===== src/design/spq_pkg.sv =====
`default_nettype none
package spq_pkg;

  localparam int unsigned NUM_PRIO = 6;
  localparam int unsigned PRIO_W   = 3;
  localparam logic [PRIO_W-1:0] PRIO_MAX = 3'd5;

  typedef enum logic [1:0] {
    OUT_INSERTED = 2'd0,
    OUT_POPPED   = 2'd1,
    OUT_EMPTY    = 2'd2,
    OUT_FULL     = 2'd3
  } outcome_e;

  typedef enum logic {
    MODE_INSERT = 1'b0,
    MODE_POP    = 1'b1
  } mode_e;

  typedef enum logic {
    S_IDLE = 1'b0,
    S_POP  = 1'b1
  } state_e;

endpackage
`default_nettype wire


===== src/design/spq_in_if.sv =====
`default_nettype none
interface spq_in_if #(
  parameter int unsigned TAG_BITS = 16
);
  import spq_pkg::*;

  logic                valid;
  logic                ready;
  logic                mode;
  logic [TAG_BITS-1:0] task_tag;
  logic [PRIO_W-1:0]   task_priority;

  modport source (output valid, mode, task_tag, task_priority, input ready);
  modport sink   (input valid, mode, task_tag, task_priority, output ready);
endinterface
`default_nettype wire


===== src/design/spq_out_if.sv =====
`default_nettype none
interface spq_out_if #(
  parameter int unsigned TAG_BITS = 16,
  parameter int unsigned OCC_W    = 5
);
  import spq_pkg::*;

  logic                valid;
  logic                ready;
  outcome_e            outcome;
  logic [TAG_BITS-1:0] popped_tag;
  logic [PRIO_W-1:0]   popped_priority;
  logic [OCC_W-1:0]    occupancy;

  modport source (output valid, outcome, popped_tag, popped_priority, occupancy,
                  input ready);
  modport sink   (input valid, outcome, popped_tag, popped_priority, occupancy,
                  output ready);
endinterface
`default_nettype wire


===== src/design/spq_ram.sv =====
`default_nettype none
module spq_ram #(
  parameter int unsigned WIDTH = 16,
  parameter int unsigned DEPTH = 96,
  parameter int unsigned ADDR_W = $clog2(DEPTH)
) (
  input  wire logic              clk_i,
  input  wire logic              we_i,
  input  wire logic [ADDR_W-1:0] waddr_i,
  input  wire logic [WIDTH-1:0]  wdata_i,
  input  wire logic              re_i,
  input  wire logic [ADDR_W-1:0] raddr_i,
  output logic      [WIDTH-1:0]  rdata_o
);

  logic [WIDTH-1:0] mem_q [DEPTH];
  logic [WIDTH-1:0] rdata_q;

  always_ff @(posedge clk_i) begin
    if (we_i) begin
      mem_q[waddr_i] <= wdata_i;
    end
  end

  // Read data holds until the next read.
  always_ff @(posedge clk_i) begin
    if (re_i) begin
      rdata_q <= mem_q[raddr_i];
    end
  end

  assign rdata_o = rdata_q;

endmodule
`default_nettype wire


===== src/design/stable_priority_task_queue_top.sv =====
`default_nettype none
// Insert, pop on empty and insert on full: one transaction accepted per cycle
//   while the output is free, result registered and shown in the cycle after
//   acceptance. Pop of a stored task: registered tag RAM read, then result load
//   once the output is free; no new transaction is accepted until that load.
// Reset (async, active low) empties the queue at once; no clearing pass is
//   needed since only slots between a head and a tail pointer are ever read.
module stable_priority_task_queue_top #(
  parameter int unsigned QUEUE_DEPTH = 16,
  parameter int unsigned TAG_BITS    = 16
) (
  input  wire logic clk_i,
  input  wire logic rst_ni,
  spq_in_if.sink    in_i,
  spq_out_if.source out_o
);
  import spq_pkg::*;

  // One ring buffer per priority level inside a shared tag RAM. The address
  // is {priority, slot}; arrival order within a level is the ring order, so
  // the head of the best non-empty level is the stable queue head.
  localparam int unsigned OCC_W    = $clog2(QUEUE_DEPTH + 1);
  localparam int unsigned PTR_W    = $clog2(QUEUE_DEPTH);
  localparam int unsigned ADDR_W   = PRIO_W + PTR_W;
  localparam int unsigned RAM_DEPTH = NUM_PRIO << PTR_W;
  localparam logic [PTR_W-1:0] PTR_LAST = PTR_W'(QUEUE_DEPTH - 1);
  localparam logic [OCC_W-1:0] OCC_FULL = OCC_W'(QUEUE_DEPTH);

  state_e state_q, state_d;

  logic [OCC_W-1:0] count_q, count_d;
  logic [OCC_W-1:0] lvl_cnt_q [NUM_PRIO];
  logic [OCC_W-1:0] lvl_cnt_d [NUM_PRIO];
  logic [PTR_W-1:0] head_q [NUM_PRIO];
  logic [PTR_W-1:0] head_d [NUM_PRIO];
  logic [PTR_W-1:0] tail_q [NUM_PRIO];
  logic [PTR_W-1:0] tail_d [NUM_PRIO];

  // Result register.
  logic                out_valid_q, out_valid_d;
  outcome_e            out_outcome_q, out_outcome_d;
  logic [TAG_BITS-1:0] out_tag_q, out_tag_d;
  logic [PRIO_W-1:0]   out_prio_q, out_prio_d;
  logic [OCC_W-1:0]    out_occ_q, out_occ_d;

  logic [PRIO_W-1:0] pop_prio_q, pop_prio_d;

  logic              accept;
  logic              is_pop;
  logic              out_free;
  logic              out_load;
  logic              empty;
  logic              full;
  logic [PRIO_W-1:0] ins_prio;
  logic [PRIO_W-1:0] best_prio;
  logic [PTR_W-1:0]  ins_slot;
  logic [PTR_W-1:0]  pop_slot;

  logic              ram_we;
  logic              ram_re;
  logic [ADDR_W-1:0] ram_waddr;
  logic [ADDR_W-1:0] ram_raddr;
  logic [TAG_BITS-1:0] ram_rdata;

  assign out_free = !out_valid_q || out_o.ready;
  assign in_i.ready = (state_q == S_IDLE) && out_free;
  assign accept = in_i.valid && in_i.ready;
  assign is_pop = (in_i.mode == MODE_POP);
  assign empty = (count_q == '0);
  assign full  = (count_q == OCC_FULL);

  // Saturate out-of-range priorities to the lowest level.
  assign ins_prio = (in_i.task_priority > PRIO_MAX) ? PRIO_MAX : in_i.task_priority;

  // Best non-empty level: scan from the lowest priority up so level 0 wins.
  always_comb begin
    best_prio = '0;
    for (int p = NUM_PRIO - 1; p >= 0; p--) begin
      if (lvl_cnt_q[p] != '0) begin
        best_prio = PRIO_W'(p);
      end
    end
  end

  assign ins_slot = tail_q[ins_prio];
  assign pop_slot = head_q[best_prio];

  assign ram_we    = accept && !is_pop && !full;
  assign ram_waddr = {ins_prio, ins_slot};
  assign ram_re    = accept && is_pop && !empty;
  assign ram_raddr = {best_prio, pop_slot};

  spq_ram #(
    .WIDTH (TAG_BITS),
    .DEPTH (RAM_DEPTH)
  ) u_tag_ram (
    .clk_i   (clk_i),
    .we_i    (ram_we),
    .waddr_i (ram_waddr),
    .wdata_i (in_i.task_tag),
    .re_i    (ram_re),
    .raddr_i (ram_raddr),
    .rdata_o (ram_rdata)
  );

  // Next state.
  always_comb begin
    state_d = state_q;
    unique case (state_q)
      S_IDLE: begin
        if (ram_re) begin
          state_d = S_POP;
        end
      end
      S_POP: begin
        if (out_free) begin
          state_d = S_IDLE;
        end
      end
      default: state_d = S_IDLE;
    endcase
  end

  // Pointer and count bookkeeping; updated at acceptance.
  always_comb begin
    count_d    = count_q;
    pop_prio_d = pop_prio_q;
    for (int p = 0; p < NUM_PRIO; p++) begin
      lvl_cnt_d[p] = lvl_cnt_q[p];
      head_d[p]    = head_q[p];
      tail_d[p]    = tail_q[p];
    end
    if (ram_we) begin
      count_d             = count_q + OCC_W'(1);
      lvl_cnt_d[ins_prio] = lvl_cnt_q[ins_prio] + OCC_W'(1);
      tail_d[ins_prio]    = (ins_slot == PTR_LAST) ? '0 : ins_slot + PTR_W'(1);
    end
    if (ram_re) begin
      count_d              = count_q - OCC_W'(1);
      lvl_cnt_d[best_prio] = lvl_cnt_q[best_prio] - OCC_W'(1);
      head_d[best_prio]    = (pop_slot == PTR_LAST) ? '0 : pop_slot + PTR_W'(1);
      pop_prio_d           = best_prio;
    end
  end

  // Outputs: load the result register for immediate outcomes and once the
  // popped tag is back from the RAM.
  always_comb begin
    out_load      = 1'b0;
    out_outcome_d = out_outcome_q;
    out_tag_d     = out_tag_q;
    out_prio_d    = out_prio_q;
    out_occ_d     = out_occ_q;
    unique case (state_q)
      S_IDLE: begin
        if (accept && !ram_re) begin
          out_load   = 1'b1;
          out_tag_d  = '0;
          out_prio_d = '0;
          out_occ_d  = count_d;
          if (is_pop) begin
            out_outcome_d = OUT_EMPTY;
          end else if (full) begin
            out_outcome_d = OUT_FULL;
          end else begin
            out_outcome_d = OUT_INSERTED;
          end
        end
      end
      S_POP: begin
        if (out_free) begin
          out_load      = 1'b1;
          out_outcome_d = OUT_POPPED;
          out_tag_d     = ram_rdata;
          out_prio_d    = pop_prio_q;
          out_occ_d     = count_q;
        end
      end
      default: out_load = 1'b0;
    endcase
  end

  always_comb begin
    out_valid_d = out_valid_q;
    priority if (out_load) begin
      out_valid_d = 1'b1;
    end else if (out_o.ready) begin
      out_valid_d = 1'b0;
    end
  end

  always_ff @(posedge clk_i or negedge rst_ni) begin
    if (!rst_ni) begin
      state_q     <= S_IDLE;
      count_q     <= '0;
      out_valid_q <= 1'b0;
      for (int p = 0; p < NUM_PRIO; p++) begin
        lvl_cnt_q[p] <= '0;
        head_q[p]    <= '0;
        tail_q[p]    <= '0;
      end
    end else begin
      state_q     <= state_d;
      count_q     <= count_d;
      out_valid_q <= out_valid_d;
      for (int p = 0; p < NUM_PRIO; p++) begin
        lvl_cnt_q[p] <= lvl_cnt_d[p];
        head_q[p]    <= head_d[p];
        tail_q[p]    <= tail_d[p];
      end
    end
  end

  // Payload registers: no reset.
  always_ff @(posedge clk_i) begin
    pop_prio_q    <= pop_prio_d;
    out_outcome_q <= out_outcome_d;
    out_tag_q     <= out_tag_d;
    out_prio_q    <= out_prio_d;
    out_occ_q     <= out_occ_d;
  end

  assign out_o.valid           = out_valid_q;
  assign out_o.outcome         = out_outcome_q;
  assign out_o.popped_tag      = out_tag_q;
  assign out_o.popped_priority = out_prio_q;
  assign out_o.occupancy       = out_occ_q;

`ifndef SYNTHESIS
  a_count_bound: assert property (@(posedge clk_i) disable iff (!rst_ni)
    count_q <= OCC_FULL)
    else $error("queue count exceeds depth");

  a_pop_result: assert property (@(posedge clk_i) disable iff (!rst_ni)
    (state_q == S_POP && out_free) |=> (out_valid_q && out_outcome_q == OUT_POPPED))
    else $error("pop read did not produce a popped result");

  a_insert_count: assert property (@(posedge clk_i) disable iff (!rst_ni)
    ram_we |=> (count_q == $past(count_q) + OCC_W'(1)))
    else $error("insert did not advance the count");

  a_best_nonempty: assert property (@(posedge clk_i) disable iff (!rst_ni)
    ram_re |-> (lvl_cnt_q[best_prio] != '0))
    else $error("pop selected an empty priority level");

  a_prio_range: assert property (@(posedge clk_i) disable iff (!rst_ni)
    out_valid_q |-> (out_prio_q <= PRIO_MAX))
    else $error("result priority out of range");
`endif

endmodule
`default_nettype wire


===== src/flat_wrapper.sv =====
// flat-port wrapper written by rule: the top's interface ports become plain ports
module stable_priority_task_queue_top_flat import spq_pkg::*;
#(
  parameter int unsigned QUEUE_DEPTH = 16,
  parameter int unsigned TAG_BITS    = 16
)
  (clk_i, rst_ni, in_i_valid, in_i_mode, in_i_task_tag, in_i_task_priority, in_i_ready, out_o_valid, out_o_outcome, out_o_popped_tag, out_o_popped_priority, out_o_occupancy, out_o_ready);
  spq_in_if #(.TAG_BITS(TAG_BITS)) in_i_i ();
  spq_out_if #(.TAG_BITS(TAG_BITS), .OCC_W((5))) out_o_i ();
  input  wire logic clk_i;
  input  wire logic rst_ni;
  input wire logic [$bits(in_i_i.valid)-1:0] in_i_valid;
  input wire logic [$bits(in_i_i.mode)-1:0] in_i_mode;
  input wire logic [$bits(in_i_i.task_tag)-1:0] in_i_task_tag;
  input wire logic [$bits(in_i_i.task_priority)-1:0] in_i_task_priority;
  output wire logic [$bits(in_i_i.ready)-1:0] in_i_ready;
  output wire logic [$bits(out_o_i.valid)-1:0] out_o_valid;
  output wire logic [$bits(out_o_i.outcome)-1:0] out_o_outcome;
  output wire logic [$bits(out_o_i.popped_tag)-1:0] out_o_popped_tag;
  output wire logic [$bits(out_o_i.popped_priority)-1:0] out_o_popped_priority;
  output wire logic [$bits(out_o_i.occupancy)-1:0] out_o_occupancy;
  input wire logic [$bits(out_o_i.ready)-1:0] out_o_ready;
  assign in_i_i.valid = in_i_valid;
  assign in_i_i.mode = in_i_mode;
  assign in_i_i.task_tag = in_i_task_tag;
  assign in_i_i.task_priority = in_i_task_priority;
  assign in_i_ready = in_i_i.ready;
  assign out_o_valid = out_o_i.valid;
  assign out_o_outcome = out_o_i.outcome;
  assign out_o_popped_tag = out_o_i.popped_tag;
  assign out_o_popped_priority = out_o_i.popped_priority;
  assign out_o_occupancy = out_o_i.occupancy;
  assign out_o_i.ready = out_o_ready;
  stable_priority_task_queue_top #(.QUEUE_DEPTH(QUEUE_DEPTH), .TAG_BITS(TAG_BITS)) u_core (.clk_i(clk_i), .rst_ni(rst_ni), .in_i(in_i_i), .out_o(out_o_i));
endmodule

===== config.mk =====
export PLATFORM = sky130hd
export DESIGN_NAME = stable_priority_task_queue_top_flat
export DESIGN_NICKNAME = d
export VERILOG_FILES = /design/src/design/spq_pkg.sv /design/src/design/spq_in_if.sv /design/src/design/spq_out_if.sv /design/src/design/spq_ram.sv /design/src/design/stable_priority_task_queue_top.sv /design/src/flat_wrapper.sv
export SDC_FILE = /design/constraint.sdc
export NUM_CORES = 2
export LEC_CHECK = 0
export ABC_AREA = 1
export ABC_CLOCK_PERIOD_IN_PS = 7900
export BUFFER_PORTS_ARGS = -buffer_cell sky130_fd_sc_hd__buf_2
export CAP_MARGIN = 20
export CORE_MARGIN = 3
export CORE_UTILIZATION = 40
export CTS_BUF_LIST = sky130_fd_sc_hd__clkbuf_16
export CTS_CLUSTER_DIAMETER = 120
export CTS_CLUSTER_SIZE = 30
export DETAILED_ROUTE_END_ITERATION = 8
export PLACE_DENSITY_LB_ADDON = 0.2
export RECOVER_POWER = 100
export SLEW_MARGIN = 10
export SYNTH_ARGS = -nofsm -noshare
export SYNTH_HDL_FRONTEND = slang
export SYNTH_SLANG_ARGS = --single-unit

===== constraint.sdc =====
create_clock -name clk_i -period 7.9 [get_ports clk_i]
set_clock_uncertainty 0.2 [all_clocks]
set_input_delay 1.58 -clock clk_i [delete_from_list [all_inputs] [get_ports clk_i]]
set_output_delay 1.58 -clock clk_i [all_outputs]
set_load 0.02 [all_outputs]

**Word-level counts from Yosys, hierarchy flattened**

Memory sizes are Yosys's and may differ from the RTL's. A register that Yosys moved wholly into a read port is not among the register bits.
Cells that the tools add are included.

- Bitwise logic cells: 3
- Add/subtract/negate cells: 6
- Reduce and logical (&&, ||, !) cells: 24
- Eq/ne operators: 5
- $lt $le $gt $ge: 5
- Muxes and demuxes: 61

Operators with widths:

| cell | count |
|---|---|
| $bwmux 30 | 2 |
| $mux 30 | 2 |
| $mux 5 | 10 |
| $bwmux 24 | 2 |
| $mux 16 | 2 |
| $mux 4 | 8 |
| $pmux 16 s2 | 1 |
| $bmux 5 s3 | 2 |
| $demux 5 s3 | 2 |
| $reduce_bool 5->1 | 6 |
| $mux 3 | 9 |
| $bmux 4 s3 | 2 |
| $demux 4 s3 | 2 |
| $add 5x1->5 const B | 2 |
| $pmux 5 s2 | 1 |
| $sub 5x1->5 const B | 2 |
| $logic_and 1x1->1 | 9 |
| $add 4x1->4 const B | 2 |
| $eq 4x4->1 const B | 2 |
| $ge 4x4->1 const B | 2 |
| $lt 4x1->1 const B | 2 |
| $mux 1 | 8 |
| $mux 2 | 4 |
| $not 3->4 | 2 |
| other kinds (12) | 18 |

- Bits of input ports: 24
- Register bits: 114
- RAM bits: 1,536
- Memories kept: 1

Memories:

| name | depth | bits a word | rd ports | clocked after memory_dff | write ports | line | RTL |
|---|---|---|---|---|---|---|---|
| u_core.u_tag_ram.mem_q | 96 | 16 | 1 | 1 | 1 | spq_ram.sv:16 | `logic [WIDTH-1:0] mem_q [DEPTH];` |

**Logic depth before layout (Yosys ltp)**

- Depth after elaboration: 14
- Mapped depth: 24
- Mapped depth without buffers: 22

**Hierarchy**

Synthesis repeated with hierarchy kept, for this count alone.

- Cells, all modules: 5,960
- Area, all modules: 69,072.5 um^2

By module, submodules not included:

| module | times used | cells an instance | sequential area each (um^2) | area an instance (um^2) |
|---|---|---|---|---|
| spq_ram | 1 | 5,194 | 46,604.7 | 62,952.9 |
| stable_priority_task_queue_top | 1 | 766 | 2,997.9 | 6,119.6 |

**Worst setup path after synthesis**

OpenSTA, ideal clock, no wires.

- Path kind: input -> register
- Start: input port out_o_ready
- End: register u_core.head_q[18] (netlist bit)
- Buffers on the path: 0
- Cell stages on the path: 13
- Setup slack: 3.190 ns
- Setup time: 0.134 ns
- Arrival time: 4.376 ns
- Path through: inv_1 > nand2_1 > inv_1 > nor2_1 > nand2_1 > nor2_1 > inv_1 > a21oi_2 > clkinv_1 > nor3_2 > inv_1 > nand2_1 > o21ai_0

- Word-level cells in the longest chain between the ends: 5

Ends and longest elaborated chain:

| item | line | RTL |
|---|---|---|
| start, declared | flat_wrapper.sv:22 | `input wire logic [$bits(out_o_i.ready)-1:0] out_o_ready;` |
| $logic_or 1x1->1 | stable_priority_task_queue_top.sv:65 | `assign out_free = !out_valid_q \|\| out_o.ready;` |
| $logic_and 1x1->1 | stable_priority_task_queue_top.sv:66 | `assign in_i.ready = (state_q == S_IDLE) && out_free;` |
| named net in_i_ready | flat_wrapper.sv:16 | `output wire logic [$bits(in_i_i.ready)-1:0] in_i_ready;` |
| $logic_and 1x1->1 | stable_priority_task_queue_top.sv:67 | `assign accept = in_i.valid && in_i.ready;` |
| $logic_and 1x1->1 (2 in series) | stable_priority_task_queue_top.sv:90 | `assign ram_re = accept && is_pop && !empty;` |
| named net u_core.ram_re | stable_priority_task_queue_top.sv:60 | `logic ram_re;` |
| end signal, assigned by index | stable_priority_task_queue_top.sv:208 | `head_q[p] <= head_d[p];` |
| end, declared | stable_priority_task_queue_top.sv:34 | `logic [PTR_W-1:0] head_q [NUM_PRIO];` |

The timed path passes the listed nets, and every way through them passes these cells.
A chain may end at the register's enable or synchronous reset.

**Worst setup path in the final report**

- Start: input port in_i_task_tag[0]
- End: memory u_core.u_tag_ram.mem_q[42][0], data pin

RTL lines:

| item | line | RTL |
|---|---|---|
| start, declared | flat_wrapper.sv:14 | `input wire logic [$bits(in_i_i.task_tag)-1:0] in_i_task_tag;` |
| end, declared | spq_ram.sv:16 |  |

No word-level cell before the write port.

==> reports/metrics.cfg <==
[synthesis]
synthesis.area_um2=73120
post-synth-top-count-cell=sky130_fd_sc_hd__edfxtp_1
synth-async-reset-ratio=0.05102
synth_adder_area_share=0.001027
simple_gate_fraction_of_synth_area=0.2099
synth_largest_type_area_fraction=0.6493
ys_seq_area_frac=0.6784
synth.largest_area_cell=sky130_fd_sc_hd__edfxtp_1
post_synth_num_cell_types=49
count_of_mapped_cells_out_of_synthesis=6648
synth_top_cells_by_area=sky130_fd_sc_hd__edfxtp_1, sky130_fd_sc_hd__nand3_1, sky130_fd_sc_hd__nand2_1, sky130_fd_sc_hd__inv_1, sky130_fd_sc_hd__nand3b_1
post_synthesis_mux_area_share=0.0001369
synth_compound_gate_area_share=0.03371
main_combinational_cell_family_by_area_after_synthesis=simple AND/OR/NAND/NOR gates
ys.flop_type=sky130_fd_sc_hd__edfxtp_1
yosys_register_bits=1666
post_synth_xor_area_fraction=0.001198
mappedNetlistNets=6678
yosysWarningCount=0
synth_area_per_cell_um2=11.00
synth_enable_flop_cells=1581
synth_top_cells_by_count=sky130_fd_sc_hd__edfxtp_1, sky130_fd_sc_hd__nand2_1, sky130_fd_sc_hd__nand3_1

[drt]
firstDrtPassIters=5
remaining_drc_errors=0
final_ant_viol_nets=0
avgViaCountPerCell=5.375
first_iter_violations=5629
total_detailed_routing_wirelength_um=212700
avgRoutedWirePerCell_um=23.81
detailroute.via_count=48010

[die]
io_pins=52
dieWidth_um=433.6
floorplan.die.height_um=433.6
floorplan.rows=156
floorplan.die_area_um2=188000
floorplan.initialDensity=0.4037
fp.coreArea_um2=181100

[run]
drv_cap=29

[clock_tree]
clkSinkCount=1666
postCtsHoldBufs=0
max-clock-path-buffers=3
cts-buffers-inserted=66
cts_resized=0
tritoncts=yes
post_cts_buffers=0
cts-root-buf=sky130_fd_sc_hd__clkbuf_16
h-tree-depth=3
path_clk_slew_ns=0.12
clock_insertion_delay_at_the_later_pin_of_the_skew_report_ns=0.73

[pwr]
share_comb_of_total_power=0.397
vdd_ir_drop_max_mv=0.2713
flop_pwr_share=0.420
power.net_switching_mw=9.959
p_per_area_nw_per_um2=312.5
power.clock.fraction=0.183
leakage_nw=29.48
internal-power_mw=14.21
switching_share=0.4120

[timing]
worst_slew_pin_slew_ns=4.585
slew_viol_final=1318
worst_slew_margin_rel=-2.057
grt_setup_unrepaired=no
timing.final.setup_violations=0
finalWorstPathRequiredPeriod_ns=6.572
clock.fmax_mhz=152.2
fin_tns_setup_ns=0
report.final.hold_viol_count=0
timing.final.crit_share=0.8319

[global_route]
number_of_antenna_violations_at_the_first_check_in_global_routing=7
grt.total_usage=0.2228
grt_pass1_wl_um=311100
number_of_global_route_vias_before_repair=45110
grt_overflow=0
grt_start_max_net_pins=131

[placed_design]
port_buffers=51
gp_congestion=0.9258
numPlacedInstances=8838
dp_hpwl_um=122400

[worst_setup_path]
max_stage_delay_ns=2.45
critical-path-top-cell-by-count=sky130_fd_sc_hd__clkbuf_1
cp-start-kind=input pin
critical_path_cell_by_cell=clkbuf_1, clkbuf_1
critical_path_buf_inv_count=2
critPathTopFamily=buffers and inverters
critical-path-slowest-cell=sky130_fd_sc_hd__clkbuf_1
worstPathArrival_ns=6.42
cp_max_fo=50
worst_ep_required_time_ns=7.75
crit_type=in -> reg
timing.critical_path.to_type=flop

[hold_path]
min_path_type=reg -> reg

[status]
status=finished with violations
failed_checks=max-capacitance violations, max-slew violations

[final_layout]
multi_input_combinational_cell_area_um2=18000
area.sequential_um2=49600
finalNetCount=6566
drive_gt1_frac=0.02806
layoutNonFillerInstCount=8932
area_delta_synth_final_pct=5.789
final.fill_count=17310

logic make-up after synthesis:
kind of cell,after synthesis
AO/OA/AOI/OAI,393
XOR/XNOR,10
adder cells (fa/ha/maj),6
buffers and inverters,1358
flip-flops,1666
multiplexers,1
AND/OR/NAND/NOR,3214
metrics by stage:
| stage | power [mW] | utilization | area, um2 | hold WS (ns) | worst slack [ns] |
|---|---|---|---|---|---|
| 2_1_floorplan | 16.66 | - | 73120 | 0.2431 | 3.190 |
| 3_3_place_gp | 19.94 | 0.4196 | 76000 | 0.2592 | 1.573 |
| 3_5_place_dp | 19.96 | 0.4196 | 76000 | 0.2696 | 1.645 |
| 4_1_cts | 24.30 | 0.4301 | 77910 | 0.2943 | 2.391 |
| 5_1_grt | 25.51 | 0.4270 | 77350 | 0.3201 | 1.052 |
| 6_report | 24.17 | 0.4271 | 77350 | 0.2952 | 1.328 |
cell type report:
type                            instances  share of cell area
Sequential cell                      1666              0.6412
Multi-Input combinational cell       3624              0.2327
Inverter                              960             0.04668
Tap cell                             2370             0.03833
Clock buffer                           68             0.02200
Timing Repair Buffer                  218             0.01621
Clock inverter                         22            0.002685
Antenna cell                            4           0.0001294
per-layer routing:
metal / vias to the layer above / GRT usage / wire length, um
met2: 1520 / 0.3514 / 97850
met1: 23900 / 0.3284 / 96150
met4: 0 / 0.05760 / 5917
li1: 22360 / - / -
met3: 228 / 0.02493 / 12740
met5: - / 0 / 0
registers in the layout, summed over array words and instances (netlist names), 3 cells and up:
| name | flops |
|---|---|
| u_core.u_tag_ram.rdata_o | 16 |
| u_core.lvl_cnt_q | 30 |
| u_core.tail_q | 24 |
| u_core.count_q | 5 |
| u_core.head_q | 24 |
| u_core.out_o.popped_priority | 3 |
| u_core.u_tag_ram.mem_q | 1536 |
| u_core.pop_prio_q | 3 |
| u_core.out_o.popped_tag | 16 |
| u_core.out_o.occupancy | 5 |
worst paths after layout:
check,from,to,slack (ns),cells past startpoint
worst max-delay path,in_i_task_tag[0],u_core.u_tag_ram.mem_q[42][0]$_DFFE_PP_,1.33,2
worst min-delay path,u_core.count_q[4]$_DFF_PN0_,u_core.count_q[4]$_DFF_PN0_,0.30,1
worst max register to register,u_core.lvl_cnt_q[15]$_DFF_PN0_,u_core.u_tag_ram.rdata_o[0]$_DFFE_PP_,1.38,19
worst min register to register,u_core.count_q[4]$_DFF_PN0_,u_core.count_q[4]$_DFF_PN0_,0.30,1
max in group asynchronous,rst_ni,u_core.tail_q[17]$_DFFE_PN0P_,2.56,2
min in group asynchronous,rst_ni,u_core.state_q$_DFF_PN0_,0.90,1
layout by cell type (no fill, tap or decap), types with 5 or more instances in the layout:
cell type / instances
sky130_fd_sc_hd__xor2_1: 7
sky130_fd_sc_hd__nand2_1: 1311
sky130_fd_sc_hd__a22oi_1: 6
sky130_fd_sc_hd__o22ai_1: 10
sky130_fd_sc_hd__buf_12: 18
sky130_fd_sc_hd__a21oi_1: 58
sky130_fd_sc_hd__clkbuf_1: 156
sky130_fd_sc_hd__edfxtp_1: 1581
sky130_fd_sc_hd__o21ai_0: 122
sky130_fd_sc_hd__nor2_1: 189
sky130_fd_sc_hd__o221ai_1: 7
sky130_fd_sc_hd__ha_1: 6
sky130_fd_sc_hd__inv_2: 17
sky130_fd_sc_hd__buf_4: 35
sky130_fd_sc_hd__nor2_2: 5
sky130_fd_sc_hd__nand3_1: 1277
sky130_fd_sc_hd__nor2_4: 5
sky130_fd_sc_hd__clkbuf_16: 68
sky130_fd_sc_hd__o211ai_1: 161
sky130_fd_sc_hd__inv_1: 950
sky130_fd_sc_hd__buf_2: 5
sky130_fd_sc_hd__o21ai_1: 19
sky130_fd_sc_hd__dfrtp_1: 85
sky130_fd_sc_hd__nand3b_1: 401
power groups by stage:
stage               clock network (mW)  registers, mW  logic, mW
global placement                     0           10.3       9.61
floorplan                            0           10.3       6.34
finish                            4.42           10.2       9.61
CTS                               4.52           10.1       9.66
detailed placement                   0           10.3       9.63
global route                      4.79           10.2       10.5
Note: power is estimated with default switching activity, not from simulation.
